File: config.mk
export PLATFORM = sky130hd
export DESIGN_NAME = tlptw_index
export DESIGN_NICKNAME = d
export VERILOG_FILES = /design/src/design/tlptw_pkg.sv /design/src/design/tlptw_index.sv
export SDC_FILE = /design/constraint.sdc
export NUM_CORES = 1
export LEC_CHECK = 0
export ABC_AREA = 1
export BUFFER_PORTS_ARGS = -buffer_cell sky130_fd_sc_hd__buf_2
export CAP_MARGIN = 20
export CORE_UTILIZATION = 35
export DETAILED_ROUTE_END_ITERATION = 7
export PLACE_DENSITY = 0.65
export SLEW_MARGIN = 20
export SYNTH_ARGS = -nofsm -noshare
export SYNTH_HDL_FRONTEND = slang
export SYNTH_SLANG_ARGS = --single-unit
File: constraint.sdc
create_clock -name clk -period 0.8 [get_ports clk]
set_input_delay 0.04 -clock clk [delete_from_list [all_inputs] [get_ports clk]]
set_output_delay 0.04 -clock clk [all_outputs]
set_load 0.005 [all_outputs]
File: src/design/tlptw_pkg.sv
// Package for the two-level page table walker: field widths, command codes
// and parameter defaults. No dependencies.
`timescale 1ns / 1ps

package tlptw_pkg;

  localparam int CMD_W    = 2;
  localparam int LIN_W    = 24;
  localparam int PHYS_W   = 32;
  localparam int FLAGS_W  = 12;
  localparam int OFFSET_W = 12;
  localparam int PAGE_W   = LIN_W - OFFSET_W;
  localparam int FRAME_W  = PHYS_W - OFFSET_W;
  localparam int ENTRY_W  = FRAME_W + FLAGS_W;

  localparam int DIR_ENTRIES_DEF = 64;
  localparam int TBL_ENTRIES_DEF = 64;

  typedef logic [CMD_W-1:0] cmd_t;

  localparam cmd_t CMD_TRANSLATE = 2'd0;
  localparam cmd_t CMD_MAP       = 2'd1;
  localparam cmd_t CMD_REBUILD   = 2'd2;
  localparam cmd_t CMD_UNUSED    = 2'd3;

endpackage

File: src/design/tlptw_index.sv
// Two-stage entry position unit: page number modulo the store depth, worked
// out by a reciprocal multiply and a back-multiply. Depends on tlptw_pkg.
`timescale 1ns / 1ps

module tlptw_index import tlptw_pkg::*; #(
  parameter int TOTAL = DIR_ENTRIES_DEF * TBL_ENTRIES_DEF
) (
  input  logic                     clk,
  input  logic [PAGE_W-1:0]        page_i,
  output logic [$clog2(TOTAL)-1:0] pos_o
);

  localparam int AW = $clog2(TOTAL);
  // ceil(2^32 / TOTAL) is exact as a quotient estimate for any 12-bit page.
  localparam longint unsigned RECIP_L = ((64'd1 << 32) + TOTAL - 1) / TOTAL;
  localparam logic [31:0] RECIP = RECIP_L[31:0];
  localparam logic [31:0] TOTAL_V = 32'(TOTAL);

  logic [PAGE_W-1:0]        quot_r;
  logic [PAGE_W-1:0]        page_r;
  logic [AW-1:0]            pos_r;
  logic [PAGE_W+31:0]       prod;
  logic [31:0]              back;
  logic [31:0]              diff;

  assign prod = {{PAGE_W{1'b0}}, RECIP} * {32'd0, page_i};
  assign back = 32'(quot_r) * TOTAL_V;
  assign diff = 32'(page_r) - back;

  always_ff @(posedge clk) begin
    quot_r <= prod[PAGE_W+31:32];
    page_r <= page_i;
    pos_r  <= diff[AW-1:0];
  end

  assign pos_o = pos_r;

endmodule

== Word-level counts from Yosys, hierarchy flattened ==
Index checks and enable logic that the tools add are counted.

* Flip-flop bits (word level): 24
* Input bits: 13
* Output and inout port bits: 12
* Word-level logic and storage cells: 2

== Logic depth before layout (Yosys ltp) ==
Gate-level depths: netlist (run 1).

* Depth after elaboration: 0
* Depth in mapped cells: 0
* Depth with buffers taken out: 0

== Worst setup path after synthesis (run 1) ==
Ideal clock, no wire load.

* Path kind: register to register
* Start point: register page_r[0]
* End point: register pos_r[0], in the netlist pos_o[0]
* Setup time: 0.111 ns
* Data arrival time: 0.269 ns
* Setup slack: 0.420 ns
* Cell stages (with the launch flop): 1
* Buffers on the path: 0
* Period minus slack after synthesis: 0.380 ns
* Cells stage by stage: dfxtp_1

{| class="wikitable"
|+ RTL lines
! what !! RTL line !! RTL
|-
| start: declaration || tlptw_index.sv:20 || <nowiki>logic [PAGE_W-1:0] page_r;</nowiki>
|-
| start signal: assignment || tlptw_index.sv:32 || <nowiki>page_r <= page_i;</nowiki>
|-
| end signal: assignment || tlptw_index.sv:33 || <nowiki>pos_r <= diff[AW-1:0];</nowiki>
|-
| end: declaration || tlptw_index.sv:21 || <nowiki>logic [AW-1:0] pos_r;</nowiki>
|}

No word-level cell between the ends.

== Worst setup path after layout (run 1) ==
* Start point: register pos_r[10], in the netlist pos_o[10]
* End point: output port pos_o[10]

{| class="wikitable"
|+ RTL lines
! what !! RTL line !! RTL
|-
| end: declaration || tlptw_index.sv:10 || <nowiki>output logic [$clog2(TOTAL)-1:0] pos_o</nowiki>
|}

No word-level cell between the ends.

==> run metrics, run 1 <==
drt total wl=about 640 microns; global route total overflow=0; Worst-Margin Slew=0.119 ns; IO Pins=25; placed cell count=62; Initial DRC Count=1; WP data arrival=between 0.7 and 0.8 ns; Row Count=12; Critical-path top delay cell=dfxtp_2; fin nets=around 80; Vert. Die Dim=39.1 microns; static leakage=0.379 nW; postcts setup bufs=0; Flop pwr share=between 50% and 60%; IO Port Bufs=24; antenna violations before repair=0; GR Layer Usage met3=10.4%; deepest clock path buffer count=2; Ant. Diodes=0; Remaining DRCs=0; # setup viols final=0; Die ar.=1520 sq um; M1 GR Usage=7.53%; ratio of cells with drive above 1 in the final layout=between 40% and 50%; sequential-to-total area share from yosys stat=100%; Clk network pwr share=between 30% and 40%; Max Clk Rate=1.28 GHz; Final Hold Viols=0; Worst path max stage delay=0.34 ns; Pwr Density=~2700 nW/um^2; Clock H-tree levels=1; #FFs+latches synth=24; CTS buffer count=3; Final period util=97.9%; Worst Setup End Kind=output pin; number of global-route vias before repair=between 200 and 250; Peak VDD IR=2.03 mV; status=completed; routed via count=287; M2 GR Usage=17.5%; Distinct cells, synth=1; clock transition at the registers of the reported paths=about 0.12 ns; Post-Route Skew=0.00141 ns; Buf/Inv on CP=1; Overall Global Routing Usage=between 10% and 20%; Worst-Skew Late Latency=about 0.3 ns; post-route ant nets=0; cell count after synthesis=24; Fill cells=90; Critical Path RT=0.76 ns; Hold WC Path Type=reg2reg; starting density of the core=about two fifths; RSZ-0062 raised after global routing=true; Via density=~3.7; Top Usage Layer GRT=met2; max-slew violations=0; Comb pwr share=5.0%; core area=between 1000 and 1500 sq um; maxcap violations=0; relative slew slack=92.1%; Root Driver=clkbuf_4; CP Launch Type=flop; WL per Instance=between 8 and 9 microns; switching share of power=16.1%; switching power total=355 uW; Crit Path Max Fanout=1; internal power=1.85 mW; post-route insts no fill=78; clock sinks=24; Mapped Area=480 sq um; multi-input combinational gate total=0; first-pass GRT wire length=903 microns; Area growth syn-to-layout=67.7%; multi-input combinational cell area=0 sq um; critical path type=reg2out; CP delay by family, top=flip-flops; post-layout min period=0.783 ns; die width=39.1 microns; yosys warns=0; most frequent cells in the layout=buf_2, dfxtp_1, dlygate4sd3_1, clkbuf_4; CTS tree=built; worst path cell trace=buf_6; Final Power=between 2 and 2.5 mW; Syn Area/Cell=20.0 sq um; synthesized net count=37; gpl congestion=0.532; largest net degree at the start of global routing=15; drt pass-1 iters=2
-- synth_stat cells --
| cell type | count | area (sq um) |
|---|---|---|
| dfxtp_1 | 24 | 480 |
-- power groups by stage --
stage               Combinational (mW)  Clock [mW]  Sequential (mW)
detailed placement              0.0606           0             1.30
floorplan                            0           0             1.30
global placement                0.0601           0             1.30
CTS                              0.105       0.856             1.27
finish                           0.111       0.822             1.27
global route                     0.122       0.916             1.28
-- path summary, 6_finish.rpt --
path | start | cells after the start | slack [ns] | endpoint
max reg2reg | page_r[10]$_DFF_P_ | 0 | 0.39 | pos_o[10]$_DFF_P_
min | page_r[1]$_DFF_P_ | 0 | 0.34 | pos_o[1]$_DFF_P_
min reg2reg | page_r[1]$_DFF_P_ | 0 | 0.34 | pos_o[1]$_DFF_P_
max | pos_o[10]$_DFF_P_ | 1 | 0.02 | pos_o[10]
-- metal layers --
metal	part of all wire, %	vias up
met5	0	-
met4	0	0
met3	9.8	0
met2	55	16
met1	34	119
li1	-	152
-- what timing repair did --
| action | CTS | global route |
|---|---|---|
| gates resized for setup | 0 | 4 |
| hold endpoints to repair | 12 | 0 |
| hold buffers | 12 | 0 |
| setup endpoints to repair | 0 | 12 |
-- sequential cells by signal, indices dropped and copies added (netlist names) --
register and cells:
page_r 12, pos_o 12
-- through the flow --
stage                     instance area, sq um  setup TNS [ns]  util (%)  setup slack, ns  hold WS [ns]
after CTS                                  791               0      66.7          0.00452         0.342
after floorplan                            480               0         -            0.420        0.0677
final                                      806               0      67.9           0.0169         0.336
after global routing                       806          -0.263      67.9          -0.0358         0.337
after detailed placement                   618               0      52.1            0.359         0.144
after global placement                     618               0      52.1            0.371         0.143
-- cells by family after synthesis --
family	share of synthesized area (%)
flops	100
-- area by class of cell --
type	count	area, sq um	area share, %
repair buffers	36	253	31.4
flip-flops and latches	24	483	59.9
clock buffers	3	22.5	2.80
clock inverters	1	30.0	3.73
well taps	14	17.5	2.17
No activity file was read; power rests on OpenSTA's default activity.
==> run 2, diff against run 1 <==
--- a/config.mk
+++ b/config.mk
@@ -6,7 +6,7 @@
 export NUM_CORES = 1
 export LEC_CHECK = 0
 export ABC_AREA = 1
-export BUFFER_PORTS_ARGS = -buffer_cell sky130_fd_sc_hd__buf_2
+export BUFFER_PORTS_ARGS = -buffer_cell sky130_fd_sc_hd__buf_4
 export CAP_MARGIN = 20
 export CORE_UTILIZATION = 35
 export DETAILED_ROUTE_END_ITERATION = 7
==> run 2 against run 1 <==
Setup slack better by 0.0040 ns. Cell count stayed put. Sequential share of layout area is 4.2 points lower. Register-to-register slack hardly changed. Largest cell class unchanged.
==> run metrics, run 2 (same netlist as run 1, synthesis figures left out) <==
first-pass GRT wire length=1.07 mm (was 903 microns); die width=39.1 microns (unchanged); deepest clock path buffer count=2 (unchanged); post-route ant nets=0 (unchanged); starting density of the core=40.5% (unchanged); IO Port Bufs=24 (unchanged); Post-Route Skew=0.00418 ns (was 0.00141 ns); flip-flop and latch area=493 sq um (was 483 sq um); clock sinks=24 (unchanged); Worst path max stage delay=0.34 ns (about the same); worst path cell trace=buf_6 (unchanged); Max Clk Rate=1.28 GHz (about the same); global route total overflow=0 (unchanged); IO Pins=25 (unchanged); static leakage=0.401 nW (was 0.379 nW); maxcap violations=0 (unchanged); RSZ-0062 raised after global routing=true (unchanged); Vert. Die Dim=39.1 microns (unchanged); multi-input combinational gate total=0 (unchanged); Overall Global Routing Usage=12.0% (was 10.1%); worst reg2reg path endpoint=pos_o[10]$_DFF_P_ (unchanged); Critical-path top delay cell=dfxtp_2 (unchanged); Final Power=2.02 mW (was 2.20 mW); Peak VDD IR=1.50 mV (was 2.03 mV); reg2reg path depth=0 (unchanged); start of the worst register-to-register path=page_r[10]$_DFF_P_ (unchanged); status=completed (unchanged); Row Count=12 (unchanged); Area growth syn-to-layout=84.1% (was 67.7%); ratio of cells with drive above 1 in the final layout=59.4% (was 46.9%); most frequent cells in the layout=buf_4, dfxtp_1, dlygate4sd3_1, buf_6, dfxtp_2 (was buf_2, dfxtp_1, dlygate4sd3_1, clkbuf_4); # setup viols final=0 (unchanged); Buf/Inv on CP=1 (unchanged); Setup WS post-layout=0.0209 ns (was 0.0169 ns); CTS tree=built (unchanged); routed via count=305 (was 287); Final Hold Viols=0 (unchanged); Worst-Skew Late Latency=0.30 ns (about the same); CP Launch Type=flop (unchanged); Pwr Density=2290 nW/um^2 (was 2740 nW/um^2); Remaining DRCs=0 (unchanged); drt pass-1 iters=2 (unchanged); largest net degree at the start of global routing=14 (was 15); worst setup path start=pos_o[10]$_DFF_P_ (unchanged); clock transition at the registers of the reported paths=0.11 ns (was 0.12 ns); Hold WC Path Type=reg2reg (unchanged); relative slew slack=92.5% (was 92.1%); antenna violations before repair=0 (unchanged); WP data arrival=0.74 ns (about the same); gpl congestion=0.576 (was 0.532); worst hold start=page_r[1]$_DFF_P_ (unchanged); post-layout min period=0.779 ns (was 0.783 ns); Root Driver=clkbuf_4 (unchanged); Fill cells=79 (was 90); hold path depth=0 (unchanged); WL per Instance=9.79 microns (was 8.22 microns); Util after Layout=74.6% (was 67.9%); number of global-route vias before repair=297 (was 240); CP delay by family, top=flip-flops (unchanged); placed cell count=62 (unchanged); Final period util=97.4% (was 97.9%); critical path type=reg2out (unchanged); core area=1190 sq um (unchanged); multi-input combinational cell area=0 sq um (unchanged); register-to-register setup slack=0.39 ns (about the same); Via density=3.91 (was 3.68); drt total wl=764 microns (was 641 microns); fin nets=78 (unchanged); Initial DRC Count=1 (unchanged); Die ar.=1520 sq um (unchanged); Hold EP=pos_o[1]$_DFF_P_ (unchanged); dpl ws=0.347 ns (was 0.359 ns); Worst-Margin Slew=0.112 ns (was 0.119 ns); Crit Path Max Fanout=1 (unchanged); Critical Path RT=0.76 ns (about the same); Ant. Diodes=0 (unchanged); post-route insts no fill=78 (unchanged); Clock H-tree levels=1 (unchanged); max-slew violations=0 (unchanged); CTS buffer count=3 (unchanged); Worst Setup End Kind=output pin (unchanged)
run 2: changes by cell type in the layout (fill, tap and decap cells not counted), sizes merged:
cell,delta
bufinv,-1
clkbuf,+1
run 2: how the worst max path moves through the flow:
stage | depth (start not counted) | end | slack (ns)
finish | 1 | pos_o[10] | 0.02
global placement | 1 | pos_o[0] | 0.36
global route | 1 | pos_o[1] | -0.03
CTS | 1 | pos_o[5] | -0.0002
floorplan | 0 | pos_o[0]$_DFF_P_ | 0.42
detailed placement | 1 | pos_o[7] | 0.35
run 2: per-layer routing:
| metal | up-vias | wire [microns] | global-route usage (%) |
|---|---|---|---|
| met5 | - | 0 | 0 |
| met4 | 0 | 0 | 5.17 |
| met3 | 0 | 69 | 10.4 |
| met2 | 17 | 471 | 23.3 |
| met1 | 136 | 223 | 6.86 |
| li1 | 152 | - | - |
run 2: power breakdown:
part	internal [mW]	switching, mW
Clock	0.277	0.304
Sequential	1.26	0.0201
Combinational	0.126	0.0298
Total	1.67	0.354
run 2: area by class of cell:
cell class,instances,area share (%)
clock buffers,4,4.10
well taps,14,1.98
flip-flops and latches,24,55.7
repair buffers,36,38.2
run 2: repair_timing:
| action | CTS | global route |
|---|---|---|
| gates resized for setup | 2 | 18 |
| cloned | 0 | 0 |
| setup buffers | 0 | 0 |
| endpoints found under the hold margin | 12 | 0 |
| setup endpoints to repair | 2 | 12 |
| hold buffers | 12 | 0 |
run 2: metrics by stage:
| stage | TNS (ns) | hold slack [ns] | area, sq um |
|---|---|---|---|
| 2_1_floorplan | 0 | 0.0677 | 480 |
| 3_3_place_gp | 0 | 0.144 | 678 |
| 3_5_place_dp | 0 | 0.146 | 678 |
| 4_1_cts | -0.000197 | 0.335 | 840 |
| 5_1_grt | -0.249 | 0.341 | 885 |
| 6_report | 0 | 0.333 | 885 |
==> run 3, diff against run 2 <==
--- a/config.mk
+++ b/config.mk
@@ -10,7 +10,7 @@
 export CAP_MARGIN = 20
 export CORE_UTILIZATION = 35
 export DETAILED_ROUTE_END_ITERATION = 7
-export PLACE_DENSITY = 0.65
+export PLACE_DENSITY_LB_ADDON = 0.12
 export SLEW_MARGIN = 20
 export SYNTH_ARGS = -nofsm -noshare
 export SYNTH_HDL_FRONTEND = slang
==> run 3 against run 2 <==
Critical path depth did not move. Routed wire length is 1.7% higher. Non-clock buffer count did not move.
==> run metrics, run 3 (same netlist as run 1, synthesis figures left out) <==
status=completed (unchanged); largest net degree at the start of global routing=14 (unchanged); WP data arrival=0.74 ns (about the same); Critical-path top delay cell=dfxtp_2 (unchanged); Buf/Inv on CP=1 (unchanged); Final Instance Area=875 sq um (was 885 sq um); WL per Instance=9.96 microns (was 9.79 microns); Clock H-tree levels=1 (unchanged); Critical Path RT=0.76 ns (about the same); multi-input combinational gate total=0 (unchanged); placed cell count=62 (unchanged); Worst-Skew Late Latency=0.30 ns (about the same); die width=39.1 microns (unchanged); first-pass GRT wire length=1.24 mm (was 1.07 mm); most frequent cells in the layout=buf_4, dfxtp_1, dlygate4sd3_1, buf_6, dfxtp_2 (unchanged); relative slew slack=92.2% (was 92.5%); CP Launch Type=flop (unchanged); # setup viols final=0 (unchanged); CTS tree=built (unchanged); Final period util=97.8% (was 97.4%); Root Driver=clkbuf_4 (unchanged); post-layout min period=0.782 ns (was 0.779 ns); dpl cell area=678 sq um (unchanged); clock sinks=24 (unchanged); Hold WC Path Type=reg2reg (unchanged); Remaining DRCs=0 (unchanged); Initial DRC Count=0 (was 1); drt total wl=777 microns (was 764 microns); max-slew violations=0 (unchanged); ratio of cells with drive above 1 in the final layout=56.3% (was 59.4%); total negative setup slack=0 ns (unchanged); gpl congestion=0.541 (was 0.576); IO Pins=25 (unchanged); Worst path max stage delay=0.34 ns (about the same); Via density=3.90 (was 3.91); Post-Route Skew=0.000475 ns (was 0.00418 ns); Max Clk Rate=1.28 GHz (about the same); postcts setup bufs=0 (unchanged); number of global-route vias before repair=330 (was 297); maxcap violations=0 (unchanged); Peak VDD IR=1.54 mV (was 1.50 mV); deepest clock path buffer count=2 (unchanged); CP delay by family, top=flip-flops (unchanged); Crit Path Max Fanout=1 (unchanged); Die ar.=1520 sq um (unchanged); dpl ws=0.350 ns (was 0.347 ns); Ant. Diodes=0 (unchanged); worst path cell trace=buf_6 (unchanged); Row Count=12 (unchanged); Setup WS post-layout=0.0179 ns (was 0.0209 ns); post-route ant nets=0 (unchanged); core area=1190 sq um (unchanged); Worst-Margin Slew=0.117 ns (was 0.112 ns); critical path type=reg2out (unchanged); Area growth syn-to-layout=82.0% (was 84.1%); Pwr Density=2320 nW/um^2 (was 2290 nW/um^2); RSZ-0062 raised after global routing=true (unchanged); clock transition at the registers of the reported paths=0.12 ns (was 0.11 ns); post-route insts no fill=78 (unchanged); multi-input combinational cell area=0 sq um (unchanged); starting density of the core=40.5% (unchanged); Vert. Die Dim=39.1 microns (unchanged); Worst Setup End Kind=output pin (unchanged); antenna violations before repair=0 (unchanged); IO Port Bufs=24 (unchanged); CTS buffer count=3 (unchanged); global route total overflow=0 (unchanged); static leakage=0.399 nW (was 0.401 nW); Overall Global Routing Usage=13.4% (was 12.0%); fin nets=78 (unchanged); drt pass-1 iters=1 (was 2); routed via count=304 (was 305); Final Hold Viols=0 (unchanged)
[run 3: cell types whose count changed in the layout (fill, tap and decap cells not counted)]
cell     before  now
dfxtp_1      14   16
buf_6        10    8
dfxtp_2      10    8
buf_4        14   16
[run 3: per-stage QoR]
stage          hold WS [ns]  power, mW  utilization [%]
3_5_place_dp          0.145       1.40             57.2
2_1_floorplan        0.0677       1.30                -
3_3_place_gp          0.144       1.39             57.2
6_report              0.335       2.03             73.7
5_1_grt               0.339       2.13             73.7
4_1_cts               0.342       2.04             71.2
[run 3: final cells by class]
| class | count | area (sq um) |
|---|---|---|
| Clock buffer | 4 | 36.3 |
| Sequential cell | 24 | 490 |
| Tap cell | 14 | 17.5 |
| Timing Repair Buffer | 36 | 330 |
| Fill cell | 81 | 312 |
[run 3: repair_timing]
item,in CTS,in global routing
hold buffers,12,0
endpoints found under the setup margin,3,12
gates resized for setup,4,12
hold endpoints to repair,12,0
[run 3: worst paths after layout]
check	startpoint	endpoint	slack [ns]	depth (start not counted)
min reg2reg	page_r[0]$_DFF_P_	pos_o[0]$_DFF_P_	0.33	0
max reg2reg	page_r[6]$_DFF_P_	pos_o[6]$_DFF_P_	0.39	0
max	pos_o[4]$_DFF_P_	pos_o[4]	0.02	1
min	page_r[0]$_DFF_P_	pos_o[0]$_DFF_P_	0.33	0
[run 3: power by group]
part	total, mW	switching (mW)	internal (mW)
sequential	1.28	0.0188	1.26
combinational	0.152	0.0298	0.123
clock	0.598	0.321	0.277
[run 3: routing by layer]
layer / share of wire (%) / up-vias / global-route usage, %
met5: 0 / - / 0
met4: 0.77 / 0 / 12.9
met3: 4.5 / 2 / 3.47
li1: - / 153 / -
met1: 33 / 136 / 10.9
met2: 62 / 13 / 24.6
